$ cat config.mk
export PLATFORM = sky130hd
export DESIGN_NAME = spi_nor_flash_command_sequencer_flat
export DESIGN_NICKNAME = d
export VERILOG_FILES = /design/src/hdl/snfcs_pkg.sv /design/src/hdl/snfcs_if.sv /design/src/hdl/snfcs_front.sv /design/src/hdl/snfcs_queue.sv /design/src/hdl/snfcs_back.sv /design/src/hdl/spi_nor_flash_command_sequencer.sv /design/src/flat_wrapper.sv
export SDC_FILE = /design/constraint.sdc
export NUM_CORES = 1
export LEC_CHECK = 0
export BUFFER_PORTS_ARGS = -buffer_cell sky130_fd_sc_hd__buf_4
export CORE_MARGIN = 3
export CORE_UTILIZATION = 54
export DETAILED_ROUTE_END_ITERATION = 8
export PLACE_DENSITY = 0.72
export SLEW_MARGIN = 20
export SYNTH_ARGS = -nofsm -noshare
export SYNTH_HDL_FRONTEND = slang
export SYNTH_SLANG_ARGS = --single-unit
$ cat constraint.sdc
create_clock -name i_clk -period 9.8 [get_ports i_clk]
set_input_delay 0 -clock i_clk [delete_from_list [all_inputs] [get_ports i_clk]]
set_output_delay 0 -clock i_clk [all_outputs]
set_load 0.1 [all_outputs]
$ cat src/hdl/snfcs_pkg.sv
// ----------------------------------------------------------------------------
// SPI NOR flash command sequencer package
// Shared types, command bytes and sizing constants.
// ----------------------------------------------------------------------------
package snfcs_pkg;

    // Request function codes
    typedef enum logic [2:0] {
        FN_READ   = 3'd0,
        FN_PROG   = 3'd1,
        FN_ERASE  = 3'd2,
        FN_ID     = 3'd3,
        FN_RSTAT  = 3'd4,
        FN_WSTAT  = 3'd5,
        FN_WEN    = 3'd6
    } t_func;

    // Frame kinds seen by the serial shifter
    typedef enum logic [1:0] {
        FK_WRITE = 2'd0,
        FK_READ  = 2'd1,
        FK_POLL  = 2'd2
    } t_frame_kind;

    // Frame sequences the back end knows how to play out
    typedef enum logic [3:0] {
        SEQ_READ_FIRST,
        SEQ_PROG_FIRST,
        SEQ_ERASE,
        SEQ_ID,
        SEQ_RSTAT,
        SEQ_WSTAT,
        SEQ_WEN,
        SEQ_READ_CONT,
        SEQ_PROG_CONT
    } t_seq;

    // SPI NOR command bytes
    localparam logic [7:0] CMD_READ     = 8'h03;
    localparam logic [7:0] CMD_PROGRAM  = 8'h02;
    localparam logic [7:0] CMD_ERASE_4K = 8'h20;
    localparam logic [7:0] CMD_RDSR1    = 8'h05;
    localparam logic [7:0] CMD_RDSR2    = 8'h35;
    localparam logic [7:0] CMD_WREN     = 8'h06;
    localparam logic [7:0] CMD_WRDI     = 8'h04;
    localparam logic [7:0] CMD_WRSR     = 8'h01;
    localparam logic [7:0] CMD_READ_ID  = 8'h90;

    localparam int DEF_ADDR_BYTES  = 3;
    localparam int DEF_QUEUE_DEPTH = 4;
    localparam int MAX_FRAMES      = 7;
    localparam int STEP_W          = $clog2(MAX_FRAMES);

    // One classified request waiting for the back end
    typedef struct packed {
        t_seq        seq;
        logic [23:0] address;
        logic [7:0]  data_byte;
        logic [7:0]  data_byte2;
        logic        reg_select;
        logic        final_req;
    } t_job;

    // One SPI frame
    typedef struct packed {
        t_frame_kind frame_kind;
        logic [7:0]  mosi_byte;
        logic        release_select;
        logic        last_frame;
    } t_frame;

endpackage

$ cat src/hdl/snfcs_if.sv
// ----------------------------------------------------------------------------
// SPI NOR flash command sequencer channels
// Request channel from the host and frame channel to the serial shifter.
// ----------------------------------------------------------------------------
interface snfcs_req_if;
    logic        valid;
    logic        ready;
    logic [2:0]  func;
    logic [23:0] address;
    logic [7:0]  data_byte;
    logic [7:0]  data_byte2;
    logic        reg_select;
    logic        first;
    logic        final_req;

    modport source (
        output valid, func, address, data_byte, data_byte2, reg_select, first,
               final_req,
        input  ready
    );
    modport sink (
        input  valid, func, address, data_byte, data_byte2, reg_select, first,
               final_req,
        output ready
    );
endinterface

interface snfcs_frm_if;
    logic       valid;
    logic       ready;
    logic [1:0] frame_kind;
    logic [7:0] mosi_byte;
    logic       release_select;
    logic       last_frame;

    modport source (
        output valid, frame_kind, mosi_byte, release_select, last_frame,
        input  ready
    );
    modport sink (
        input  valid, frame_kind, mosi_byte, release_select, last_frame,
        output ready
    );
endinterface

$ cat src/hdl/snfcs_front.sv
// ----------------------------------------------------------------------------
// Request front end
// Accepts host requests, tracks the open stream and classifies each request
// into a frame sequence for the queue.
// ----------------------------------------------------------------------------
module snfcs_front (
    input  logic               i_clk,
    input  logic               i_rst_n,
    snfcs_req_if.sink          i_req,
    input  logic               i_full,
    output logic               o_push,
    output snfcs_pkg::t_job    o_job
);
    import snfcs_pkg::*;

    logic r_op_open;
    logic r_op_prog;
    logic n_op_open;
    logic n_op_prog;
    logic accept;
    logic has_frames;
    t_seq seq;

    assign i_req.ready = !i_full;
    assign accept      = i_req.valid && i_req.ready;

    // Classify the request
    always_comb begin
        has_frames = 1'b1;
        seq        = SEQ_WEN;
        n_op_open  = r_op_open;
        n_op_prog  = r_op_prog;
        if (!i_req.first) begin
            has_frames = r_op_open;
            seq        = r_op_prog ? SEQ_PROG_CONT : SEQ_READ_CONT;
            if (i_req.final_req) begin
                n_op_open = 1'b0;
            end
        end else begin
            n_op_open = 1'b0;
            case (t_func'(i_req.func))
                FN_READ: begin
                    seq       = SEQ_READ_FIRST;
                    n_op_open = !i_req.final_req;
                    n_op_prog = 1'b0;
                end
                FN_PROG: begin
                    seq       = SEQ_PROG_FIRST;
                    n_op_open = !i_req.final_req;
                    n_op_prog = 1'b1;
                end
                FN_ERASE: seq = SEQ_ERASE;
                FN_ID:    seq = SEQ_ID;
                FN_RSTAT: seq = SEQ_RSTAT;
                FN_WSTAT: seq = SEQ_WSTAT;
                FN_WEN:   seq = SEQ_WEN;
                default: begin
                    // unused code: no frames, state untouched
                    has_frames = 1'b0;
                    n_op_open  = r_op_open;
                end
            endcase
        end
    end

    always_ff @(posedge i_clk) begin
        if (!i_rst_n) begin
            r_op_open <= 1'b0;
            r_op_prog <= 1'b0;
        end else if (accept) begin
            r_op_open <= n_op_open;
            r_op_prog <= n_op_prog;
        end
    end

    assign o_push           = accept && has_frames;
    assign o_job.seq        = seq;
    assign o_job.address    = i_req.address;
    assign o_job.data_byte  = i_req.data_byte;
    assign o_job.data_byte2 = i_req.data_byte2;
    assign o_job.reg_select = i_req.reg_select;
    assign o_job.final_req  = i_req.final_req;

endmodule

$ cat src/hdl/snfcs_queue.sv
// ----------------------------------------------------------------------------
// Job queue
// Short first-in first-out store between the front and back ends.
// ----------------------------------------------------------------------------
module snfcs_queue #(
    parameter int DEPTH = snfcs_pkg::DEF_QUEUE_DEPTH
) (
    input  logic               i_clk,
    input  logic               i_rst_n,
    input  logic               i_push,
    input  snfcs_pkg::t_job    i_job,
    output logic               o_full,
    input  logic               i_pop,
    output logic               o_valid,
    output snfcs_pkg::t_job    o_head
);
    import snfcs_pkg::*;

    localparam int PTR_W = (DEPTH > 1) ? $clog2(DEPTH) : 1;
    localparam int CNT_W = $clog2(DEPTH + 1);
    localparam logic [PTR_W-1:0] LAST_PTR = PTR_W'(DEPTH - 1);
    localparam logic [CNT_W-1:0] FULL_CNT = CNT_W'(DEPTH);

    t_job             r_mem [DEPTH];
    logic [PTR_W-1:0] r_wr_ptr;
    logic [PTR_W-1:0] r_rd_ptr;
    logic [CNT_W-1:0] r_count;

    logic do_push;
    logic do_pop;

    assign o_full  = (r_count == FULL_CNT);
    assign o_valid = (r_count != '0);
    assign do_push = i_push && !o_full;
    assign do_pop  = i_pop && o_valid;
    assign o_head  = r_mem[r_rd_ptr];

    always_ff @(posedge i_clk) begin
        if (do_push) begin
            r_mem[r_wr_ptr] <= i_job;
        end
    end

    always_ff @(posedge i_clk) begin
        if (!i_rst_n) begin
            r_wr_ptr <= '0;
            r_rd_ptr <= '0;
            r_count  <= '0;
        end else begin
            if (do_push) begin
                r_wr_ptr <= (r_wr_ptr == LAST_PTR) ? '0 : r_wr_ptr + 1'b1;
            end
            if (do_pop) begin
                r_rd_ptr <= (r_rd_ptr == LAST_PTR) ? '0 : r_rd_ptr + 1'b1;
            end
            case ({do_push, do_pop})
                2'b10:   r_count <= r_count + 1'b1;
                2'b01:   r_count <= r_count - 1'b1;
                default: r_count <= r_count;
            endcase
        end
    end

endmodule

$ cat src/hdl/snfcs_back.sv
// ----------------------------------------------------------------------------
// Frame back end
// Plays out the frames of the job at the queue head, one frame per cycle
// while the shifter accepts them, into a registered output stage.
// ----------------------------------------------------------------------------
module snfcs_back #(
    parameter int ADDR_BYTES = snfcs_pkg::DEF_ADDR_BYTES
) (
    input  logic               i_clk,
    input  logic               i_rst_n,
    input  logic               i_valid,
    input  snfcs_pkg::t_job    i_job,
    output logic               o_pop,
    snfcs_frm_if.source        o_frm
);
    import snfcs_pkg::*;

    localparam logic [STEP_W-1:0] ADDR_LEN = (ADDR_BYTES == 4) ? STEP_W'(4) : STEP_W'(3);

    logic [STEP_W-1:0] r_step;
    logic              r_out_valid;
    t_frame            r_out;

    logic              advance;
    logic              load;
    logic [STEP_W-1:0] last_idx;
    t_frame            frame;

    // Address byte j of the address phase, most significant first
    function automatic logic [7:0] addr_byte(logic [23:0] addr, logic [STEP_W-1:0] j);
        logic [STEP_W-1:0] pos;
        logic [7:0]        b;
        pos = ADDR_LEN - 1'b1 - j;
        case (pos)
            STEP_W'(0): b = addr[7:0];
            STEP_W'(1): b = addr[15:8];
            STEP_W'(2): b = addr[23:16];
            default:    b = 8'h00;
        endcase
        return b;
    endfunction

    // Index of the last frame of the head job
    always_comb begin
        case (i_job.seq)
            SEQ_READ_FIRST: last_idx = ADDR_LEN + STEP_W'(1);
            SEQ_PROG_FIRST: last_idx = (i_job.final_req && ADDR_LEN != STEP_W'(4))
                                       ? ADDR_LEN + STEP_W'(3) : ADDR_LEN + STEP_W'(2);
            SEQ_ERASE:      last_idx = ADDR_LEN + STEP_W'(2);
            SEQ_ID:         last_idx = STEP_W'(5);
            SEQ_RSTAT:      last_idx = STEP_W'(1);
            SEQ_WSTAT:      last_idx = STEP_W'(4);
            SEQ_PROG_CONT:  last_idx = i_job.final_req ? STEP_W'(1) : STEP_W'(0);
            default:        last_idx = STEP_W'(0);
        endcase
    end

    // Frame at the current step
    always_comb begin
        frame.frame_kind     = FK_WRITE;
        frame.mosi_byte      = 8'h00;
        frame.release_select = 1'b0;
        case (i_job.seq)
            SEQ_READ_FIRST: begin
                if (r_step == '0) begin
                    frame.mosi_byte = CMD_READ;
                end else if (r_step <= ADDR_LEN) begin
                    frame.mosi_byte = addr_byte(i_job.address, r_step - STEP_W'(1));
                end else begin
                    frame.frame_kind     = FK_READ;
                    frame.release_select = i_job.final_req;
                end
            end
            SEQ_PROG_FIRST, SEQ_ERASE: begin
                if (r_step == '0) begin
                    frame.mosi_byte      = CMD_WREN;
                    frame.release_select = 1'b1;
                end else if (r_step == STEP_W'(1)) begin
                    frame.mosi_byte = (i_job.seq == SEQ_ERASE) ? CMD_ERASE_4K : CMD_PROGRAM;
                end else if (r_step <= ADDR_LEN + STEP_W'(1)) begin
                    frame.mosi_byte      = addr_byte(i_job.address, r_step - STEP_W'(2));
                    frame.release_select = (i_job.seq == SEQ_ERASE)
                                           && (r_step == ADDR_LEN + STEP_W'(1));
                end else if (i_job.seq == SEQ_PROG_FIRST && r_step == ADDR_LEN + STEP_W'(2)) begin
                    frame.mosi_byte      = i_job.data_byte;
                    frame.release_select = i_job.final_req;
                end else begin
                    frame.frame_kind     = FK_POLL;
                    frame.release_select = 1'b1;
                end
            end
            SEQ_ID: begin
                if (r_step == '0) begin
                    frame.mosi_byte = CMD_READ_ID;
                end else if (r_step >= STEP_W'(4)) begin
                    frame.frame_kind     = FK_READ;
                    frame.release_select = (r_step == STEP_W'(5));
                end
            end
            SEQ_RSTAT: begin
                if (r_step == '0) begin
                    frame.mosi_byte = i_job.reg_select ? CMD_RDSR2 : CMD_RDSR1;
                end else begin
                    frame.frame_kind     = FK_READ;
                    frame.release_select = 1'b1;
                end
            end
            SEQ_WSTAT: begin
                case (r_step)
                    STEP_W'(0): begin
                        frame.mosi_byte      = CMD_WREN;
                        frame.release_select = 1'b1;
                    end
                    STEP_W'(1): frame.mosi_byte = CMD_WRSR;
                    STEP_W'(2): frame.mosi_byte = i_job.data_byte;
                    STEP_W'(3): begin
                        frame.mosi_byte      = i_job.data_byte2;
                        frame.release_select = 1'b1;
                    end
                    default: begin
                        frame.frame_kind     = FK_POLL;
                        frame.release_select = 1'b1;
                    end
                endcase
            end
            SEQ_WEN: begin
                frame.mosi_byte      = i_job.data_byte[0] ? CMD_WREN : CMD_WRDI;
                frame.release_select = 1'b1;
            end
            SEQ_READ_CONT: begin
                frame.frame_kind     = FK_READ;
                frame.release_select = i_job.final_req;
            end
            SEQ_PROG_CONT: begin
                if (r_step == '0) begin
                    frame.mosi_byte      = i_job.data_byte;
                    frame.release_select = i_job.final_req;
                end else begin
                    frame.frame_kind     = FK_POLL;
                    frame.release_select = 1'b1;
                end
            end
            default: begin
                frame.frame_kind = FK_WRITE;
            end
        endcase
        frame.last_frame = (r_step == last_idx);
    end

    assign advance = !r_out_valid || o_frm.ready;
    assign load    = advance && i_valid;
    assign o_pop   = load && frame.last_frame;

    always_ff @(posedge i_clk) begin
        if (!i_rst_n) begin
            r_step      <= '0;
            r_out_valid <= 1'b0;
        end else if (advance) begin
            r_out_valid <= i_valid;
            if (i_valid) begin
                r_step <= frame.last_frame ? '0 : r_step + 1'b1;
            end
        end
    end

    always_ff @(posedge i_clk) begin
        if (load) begin
            r_out <= frame;
        end
    end

    assign o_frm.valid          = r_out_valid;
    assign o_frm.frame_kind     = r_out.frame_kind;
    assign o_frm.mosi_byte      = r_out.mosi_byte;
    assign o_frm.release_select = r_out.release_select;
    assign o_frm.last_frame     = r_out.last_frame;

`ifndef NO_ASSERTIONS
    a_step_in_range: assert property (@(posedge i_clk) disable iff (!i_rst_n)
        i_valid |-> r_step <= last_idx)
        else $error("frame step beyond the last frame of the job");

    a_poll_releases: assert property (@(posedge i_clk) disable iff (!i_rst_n)
        o_frm.valid && o_frm.frame_kind == FK_POLL |-> o_frm.release_select)
        else $error("busy poll without chip select release");

    a_step_restarts: assert property (@(posedge i_clk) disable iff (!i_rst_n)
        o_pop |=> r_step == '0)
        else $error("step counter not cleared after job completion");

    a_job_ends_marked: assert property (@(posedge i_clk) disable iff (!i_rst_n)
        o_pop |=> o_frm.valid && o_frm.last_frame)
        else $error("completed job left without a last frame mark");
`endif

endmodule

$ cat src/hdl/spi_nor_flash_command_sequencer.sv
// ----------------------------------------------------------------------------
// SPI NOR flash command sequencer
// Expands host flash requests into SPI byte frames for a serial shifter.
// ----------------------------------------------------------------------------
// Each accepted request is classified combinationally by the front end and
// placed in a short queue; the back end then emits the request's frames at
// one frame per clock, while the shifter is ready, into a registered output
// stage. A request yields one frame for a streamed read or program byte
// (two when a final program byte adds its busy poll) and up to seven for an
// erase or a program opener, so the back end's frame counter sets the rate.
// Requests keep being accepted while the queue has room, so the host side
// runs ahead of a stalled shifter by up to QUEUE_DEPTH requests. Requests
// that produce no frames (a continuation with no stream open, or an unused
// function code) are accepted and consumed in the front end alone.
// ADDR_BYTES selects three or four address bytes; with four, the top byte
// is sent as zero and a single-item program drops its trailing busy poll.
// ----------------------------------------------------------------------------
module spi_nor_flash_command_sequencer #(
    parameter int ADDR_BYTES  = snfcs_pkg::DEF_ADDR_BYTES,
    parameter int QUEUE_DEPTH = snfcs_pkg::DEF_QUEUE_DEPTH
) (
    input  logic        i_clk,
    input  logic        i_rst_n,
    snfcs_req_if.sink   i_req,
    snfcs_frm_if.source o_frm
);
    import snfcs_pkg::*;

    // Front to queue
    logic push;
    logic full;
    t_job push_job;

    // Queue to back end
    logic head_valid;
    logic pop;
    t_job head_job;

    // Classify requests and track the open read or program stream
    snfcs_front u_front (
        .i_clk   (i_clk),
        .i_rst_n (i_rst_n),
        .i_req   (i_req),
        .i_full  (full),
        .o_push  (push),
        .o_job   (push_job)
    );

    // Decouple the host side from the shifter side
    snfcs_queue #(
        .DEPTH (QUEUE_DEPTH)
    ) u_queue (
        .i_clk   (i_clk),
        .i_rst_n (i_rst_n),
        .i_push  (push),
        .i_job   (push_job),
        .o_full  (full),
        .i_pop   (pop),
        .o_valid (head_valid),
        .o_head  (head_job)
    );

    // Play out frames, one per transfer
    snfcs_back #(
        .ADDR_BYTES (ADDR_BYTES)
    ) u_back (
        .i_clk   (i_clk),
        .i_rst_n (i_rst_n),
        .i_valid (head_valid),
        .i_job   (head_job),
        .o_pop   (pop),
        .o_frm   (o_frm)
    );

endmodule
$ cat src/flat_wrapper.sv
// flat-port wrapper written by rule: the top's interface ports become plain ports
module spi_nor_flash_command_sequencer_flat import snfcs_pkg::*;
#(
    parameter int ADDR_BYTES  = snfcs_pkg::DEF_ADDR_BYTES,
    parameter int QUEUE_DEPTH = snfcs_pkg::DEF_QUEUE_DEPTH
)
  (i_clk, i_rst_n, i_req_valid, i_req_func, i_req_address, i_req_data_byte, i_req_data_byte2, i_req_reg_select, i_req_first, i_req_final_req, i_req_ready, o_frm_valid, o_frm_frame_kind, o_frm_mosi_byte, o_frm_release_select, o_frm_last_frame, o_frm_ready);
  snfcs_req_if i_req_i ();
  snfcs_frm_if o_frm_i ();
  input  logic i_clk;
  input  logic i_rst_n;
  input wire logic [$bits(i_req_i.valid)-1:0] i_req_valid;
  input wire logic [$bits(i_req_i.func)-1:0] i_req_func;
  input wire logic [$bits(i_req_i.address)-1:0] i_req_address;
  input wire logic [$bits(i_req_i.data_byte)-1:0] i_req_data_byte;
  input wire logic [$bits(i_req_i.data_byte2)-1:0] i_req_data_byte2;
  input wire logic [$bits(i_req_i.reg_select)-1:0] i_req_reg_select;
  input wire logic [$bits(i_req_i.first)-1:0] i_req_first;
  input wire logic [$bits(i_req_i.final_req)-1:0] i_req_final_req;
  output wire logic [$bits(i_req_i.ready)-1:0] i_req_ready;
  output wire logic [$bits(o_frm_i.valid)-1:0] o_frm_valid;
  output wire logic [$bits(o_frm_i.frame_kind)-1:0] o_frm_frame_kind;
  output wire logic [$bits(o_frm_i.mosi_byte)-1:0] o_frm_mosi_byte;
  output wire logic [$bits(o_frm_i.release_select)-1:0] o_frm_release_select;
  output wire logic [$bits(o_frm_i.last_frame)-1:0] o_frm_last_frame;
  input wire logic [$bits(o_frm_i.ready)-1:0] o_frm_ready;
  assign i_req_i.valid = i_req_valid;
  assign i_req_i.func = i_req_func;
  assign i_req_i.address = i_req_address;
  assign i_req_i.data_byte = i_req_data_byte;
  assign i_req_i.data_byte2 = i_req_data_byte2;
  assign i_req_i.reg_select = i_req_reg_select;
  assign i_req_i.first = i_req_first;
  assign i_req_i.final_req = i_req_final_req;
  assign i_req_ready = i_req_i.ready;
  assign o_frm_valid = o_frm_i.valid;
  assign o_frm_frame_kind = o_frm_i.frame_kind;
  assign o_frm_mosi_byte = o_frm_i.mosi_byte;
  assign o_frm_release_select = o_frm_i.release_select;
  assign o_frm_last_frame = o_frm_i.last_frame;
  assign o_frm_i.ready = o_frm_ready;
  spi_nor_flash_command_sequencer #(.ADDR_BYTES(ADDR_BYTES), .QUEUE_DEPTH(QUEUE_DEPTH)) u_core (.i_clk(i_clk), .i_rst_n(i_rst_n), .i_req(i_req_i), .o_frm(o_frm_i));
endmodule
# Yosys cells after proc, flatten, opt, wreduce, memory -nomap -nowiden
# Memory sizes are Yosys's and may differ from the RTL's. A register that Yosys moved wholly into a read port is not among the register bits.
# Index checks and enable logic that the tools add are counted.
# word_totals
n_memories,1
ram_bits,184
latchBits,0
word_cells,144
in_bits,50
romBits,0
reg_bits,25
# memory_table
name,depth,width,rd,rd_clocked_by_memory_dff,write_ports,line,rtl
u_core.u_queue.r_mem,4,46,1,1,1,snfcs_queue.sv:24,t_job r_mem [DEPTH];
# op_classes
reduce_logical,32
muxes,58
bitwise,0
div_mod_pow,0
n_lt_le_gt_ge,3
multipliers,0
n_eq_ne,30
n_shift,0
add_sub_neg,9
# ops
op,count
$pmux 8 s7,1
$mux 8,6
$pmux 8 s3,2
$pmux 8 s4,1
$mux 2,13
$mux 1,20
$eq 3x2->1 const B,6
$eq 3x3->1 const B,6
$mux 6,3
$mux 9,2
$pmux 3 s6,1
$eq 4x3->1 const B,4
$pmux 3 s5,1
$pmux 2 s7,1
$eq 3x1->1 const B,4
$logic_not 3->1,4
$reduce_or 2->1,5
$eq 4x2->1 const B,2
$logic_and 1x1->1,8
$mux 4,2
$pmux 1 s8,1
$reduce_or 7->1,1
$add 3x1->3 const B,2
$eq 2x2->1 const B,3
24 further kinds,33

# Logic depth before layout (Yosys ltp)
# depth
depth_word,8
mapped_depth,14
ltp_nobuf,11

# By module
# From an unflattened synthesis, not the netlist that was laid out.
# unflattened
cells_unflattened,588
area_unflattened_um2,9522.9
# by_module_without_submodules
mod,instances,area_each_um2,cells_per_inst
snfcs_queue,1,7195.7,296
snfcs_back,1,1830.5,227
snfcs_front,1,496.7,65

# Least setup slack after synthesis
# Ideal clock, no wire load.
# synth_timing
path_kind,reg2reg
from,register (tool-made name)
to,register u_core.u_queue.r_count[2]
path_stages_with_launch,15
required_time_ns,9.724
arrival_ns,3.306
synth_period_minus_slack_ns,3.382
path_slack_ns,6.418
setup_ns,0.076
path_buffers,3
cell_sequence,dfxtp_1 buf_6 mux4_2 buf_6 or2_1 buf_6 nor3b_2 xnor2_1 a211oi_4 and2_4 ha_1 fa_1 xnor2_1 or3_1 a21boi_0
# synth_lines
item,line,rtl
"end signal, assigned",snfcs_queue.sv:57,2'b10: r_count <= r_count + 1'b1;
"end signal, assigned",snfcs_queue.sv:58,2'b01: r_count <= r_count - 1'b1;
"end signal, assigned",snfcs_queue.sv:59,default: r_count <= r_count;
"end, declared",snfcs_queue.sv:27,logic [CNT_W-1:0] r_count;

==> Implementation_results.wiki <==
{| class="wikitable"
! Metric !! Value
|-
| Number of H-tree branching levels || 1
|-
| Stage delay of the slowest cell on the critical path || approximately 780 ps
|-
| Syn-to-layout area delta || 20.9%
|-
| FF+latch count, synth || 211
|-
| Worst Tran Pin Value || approximately 1100 ps
|-
| Critical path required time || around 10000 ps
|-
| Synthesized net count || 620
|-
| Synth top area cells || edfxtp_1 65%, mux4_2 11%, dfxtp_1 3.3%
|-
| Worst rel slew slack || roughly a quarter
|-
| Clock root buffer master || clkbuf_16
|-
| Clk slew on worst S/H paths || 60 ps
|-
| Largest fanout on the critical path || 28
|-
| Post-synth EDFFs || 196
|-
| Data arrival time at the worst-slack endpoint || 5130 ps
|-
| Share of the synthesized area in the top cell type || about two thirds
|-
| Via count of the first global-routing pass || 5605
|-
| Post-CTS setup-driven buffer insertion count || 0
|-
| Minimum clock period || 4710 ps
|-
| Clock tree from TritonCTS || built
|-
| Site row count || 46
|-
| Final Net Count || roughly 740
|-
| Count of yosys warnings during synthesis || 0
|-
| Critical Path End Type || register
|-
| Number of max-capacitance violations reported || 0
|-
| Largest area contributor in the synthesized netlist || edfxtp_1
|-
| Total global routing overflow || 0
|-
| Share of the clock period used by the worst path || 48.1%
|-
| Count of buffers from port buffering || 63
|-
| Die boundary height || 135 um
|-
| Post-DP HPWL || 12.3 mm
|-
| Setup Viol. Count Final || 0
|-
| Die span in x || 135 um
|-
| Most numerous cell types in the synthesized netlist || 196 x edfxtp_1, 46 x mux4_2, 40 x a21oi_1
|-
| Total clock buffers created by CTS || 22
|-
| Library cells used by synthesis || 56
|-
| Number of buffer and inverter instances along the worst setup path || 1
|-
| Average wire length per cell after detail routing || about 22 um
|-
| Final total negative setup slack || 0 ps
|-
| Slowest cell on the critical path || dfxtp_2
|-
| Wire length of the first global-routing pass || 31.3 mm
|-
| Placement-stage cell area || 9690 um2
|-
| Total routed wirelength || just under 20 mm
|-
| Type of the worst setup path || register to register
|-
| Register area share after synthesis || 68.5%
|-
| Core Box Area || 16100 um2
|-
| Sinks on the clock net || 211
|-
| Library cell appearing most often on the critical path || xnor2_1
|-
| Total DRC errors in the routed layout || 0
|-
| Gate count after technology mapping || between 500 and 600
|-
| Sequential Power Share || 41.1%
|-
| Dominant cell by count in the synthesized netlist || edfxtp_1
|-
| Chain of cells forming the critical path || buf_4, mux4_2, or2_1, nor3b_2, xnor2_1, a211oi_4, and2_4, ha_1, fa_1, xnor2_1, or3_1, a21boi_0
|-
| Fill cell total of the finished layout || 1117
|-
| Antenna violations before repair || 0
|-
| Final hold violations || 0
|-
| Power density normalized to cell area || about 250 nW/um2
|-
| Static Leakage || 0.00360 uW
|-
| Final weighted congestion in routability-driven placement || between 0.8 and 0.9
|-
| Critical Path Start Type || register
|-
| Switch share || 33.9%
|-
| Highest Clock Rate || 212 MHz
|-
| Power share of the clock group || 28.4%
|-
| Outcome || completed
|-
| Initial standard-cell utilization of the core || between 50% and 60%
|-
| Kind of cell adding the most delay to the critical path || simple AND/OR/NAND/NOR gates
|-
| Cell Int Power || ~1800 uW
|-
| Part of the power in combinational logic || 30.5%
|-
| Maximum number of buffers from clock root to sink || 3
|-
| Final antenna-violating net count || 0
|-
| Final count of pins violating max slew || 0
|-
| Worst vdd rail ir drop || 0.185 mV
|-
| Setup skew after layout || 6.80 ps
|-
| Die Area || 18300 um2
|-
| Async set-or-reset flop fraction in the synthesized netlist || 0%
|-
| Reported net switching power || 930 uW
|-
| Number of optimization iterations in the first detailed-route pass || 5
|-
| Most used flip-flop cell after synthesis || edfxtp_1
|-
| Post-route design area || 10900 um2
|-
| Unrepaired setup endpoints after global routing || no
|-
| Top Ports || 64
|-
| Combined area of all synthesized cells || between 9000 and 10000 um2
|-
| Worst skew pair latency || approximately 500 ps
|-
| Via count || 5418
|-
| # diodes || 0
|-
| Worst Hold Class || input port to register
|-
| GRT Total Usage || 22.3%
|-
| Largest net degree at the start of global routing || 47
|-
| Mean area per synthesized cell || 16.3 um2
|-
| Share of final-layout standard cells stronger than drive strength 1 || a little under a quarter
|-
| Initial DRC count || between 400 and 500
|-
| Vias per Instance || 6.01
|}
## cell type report
type                            instances  area [um2]  area share [%]
Clock buffer                           31         626            5.73
Clock inverter                          9        63.8           0.585
Inverter                               15        56.3           0.516
Multi-Input combinational cell        297        2660            24.3
Sequential cell                       211        6190            56.7
Tap cell                              216         270            2.48
Timing Repair Buffer                  123        1060            9.67
## what timing repair did
item,in CTS,in global routing
resized for setup,0,0
endpoints found under the hold margin,199,0
hold buffers,53,0
## worst paths after layout
path | from | endpoint | slack [ps] | cells after the start
worst max register to register | register | u_core.u_queue.r_count[2]$_SDFFE_PN0P_ | 5090 | 12
worst min-delay path | i_req_func[2] | u_core.u_queue.r_mem[1][44]$_DFFE_PP_ | 40 | 3
worst max-delay path | register | u_core.u_queue.r_count[2]$_SDFFE_PN0P_ | 5090 | 12
worst min register to register | u_core.u_queue.r_wr_ptr[1]$_SDFFE_PN0P_ | u_core.u_queue.r_wr_ptr[1]$_SDFFE_PN0P_ | 520 | 2
## metrics by stage
stage	setup WS (ps)	util [%]	power, uW	hold WS (ps)	cells
after detailed placement	5000	60.1	1960	202	809
after floorplan	6420	-	1780	98.9	553
after global routing	4710	67.7	2860	52.2	902
after CTS	5010	67.7	2760	35.6	902
after global placement	5120	60.1	1950	199	809
final	5090	67.7	2750	38.1	902
## routing by layer
layer,vias up,track usage [%],share of wire [%]
met1,2733,30.2,42
met5,-,0,0
met4,0,6.61,2.4
met2,203,37.6,50
met3,37,3.86,5.8
li1,2445,-,-
## logic make-up (layout without fill, tap and decap cells)
logic type	Yosys count	count (layout)	share of synthesized area (%)
flip-flops	211	211	68.5
AO/OA/AOI/OAI	113	113	8.11
AND/OR/NAND/NOR	112	112	6.31
multiplexers	50	50	11.9
buffers and inverters	45	178	2.18
adder cells (fa/ha/maj)	17	17	2.44
XOR/XNOR	5	5	0.485
## power by group through the flow
stage / combinational (uW) / sequential (uW) / clock (uW)
2_1_floorplan: 459 / 1320 / 0
3_3_place_gp: 805 / 1150 / 0
3_5_place_dp: 813 / 1150 / 0
4_1_cts: 835 / 1130 / 790
5_1_grt: 892 / 1140 / 832
6_report: 838 / 1130 / 779
## worst register-to-register path, cell delays in order (launching register included)
cell      delay, ps
dfxtp_2         780
buf_4           610
mux4_2          780
or2_1           410
nor3b_2         250
xnor2_1         200
a211oi_4        100
and2_4          200
ha_1            240
fa_1            450
xnor2_1         150
or3_1           290
a21boi_0        170
## state kept, by name, summed over array words and instances (netlist names), named ones only
name	flops
u_core.u_back.o_frm.mosi_byte	8
u_core.u_back.r_step	3
u_core.u_back.o_frm.frame_kind	2
u_core.u_queue.r_mem	184
u_core.u_queue.r_count	3
u_core.u_back.o_frm.release_select	1
u_core.u_back.o_frm.valid	1
u_core.u_queue.r_rd_ptr	2
u_core.u_front.r_op_prog	1
u_core.u_back.o_frm.last_frame	1
u_core.u_queue.r_wr_ptr	2
u_core.u_front.r_op_open	1
## cells in the final DEF (no fill, tap or decap), types with 6 or more instances in the layout
cell / count
o22ai_1: 6
clkbuf_16: 23
nand2_1: 33
buf_4: 70
a22oi_1: 11
ha_1: 16
nor2_1: 17
inv_1: 15
dlygate4sd3_1: 53
edfxtp_1: 196
o21ai_0: 19
clkbuf_1: 6
and2_1: 6
dfxtp_1: 13
nor3_1: 13
mux4_2: 46
nand3_1: 7
a21oi_1: 40
nor2b_1: 7
Power figures use the tool's default switching activity.
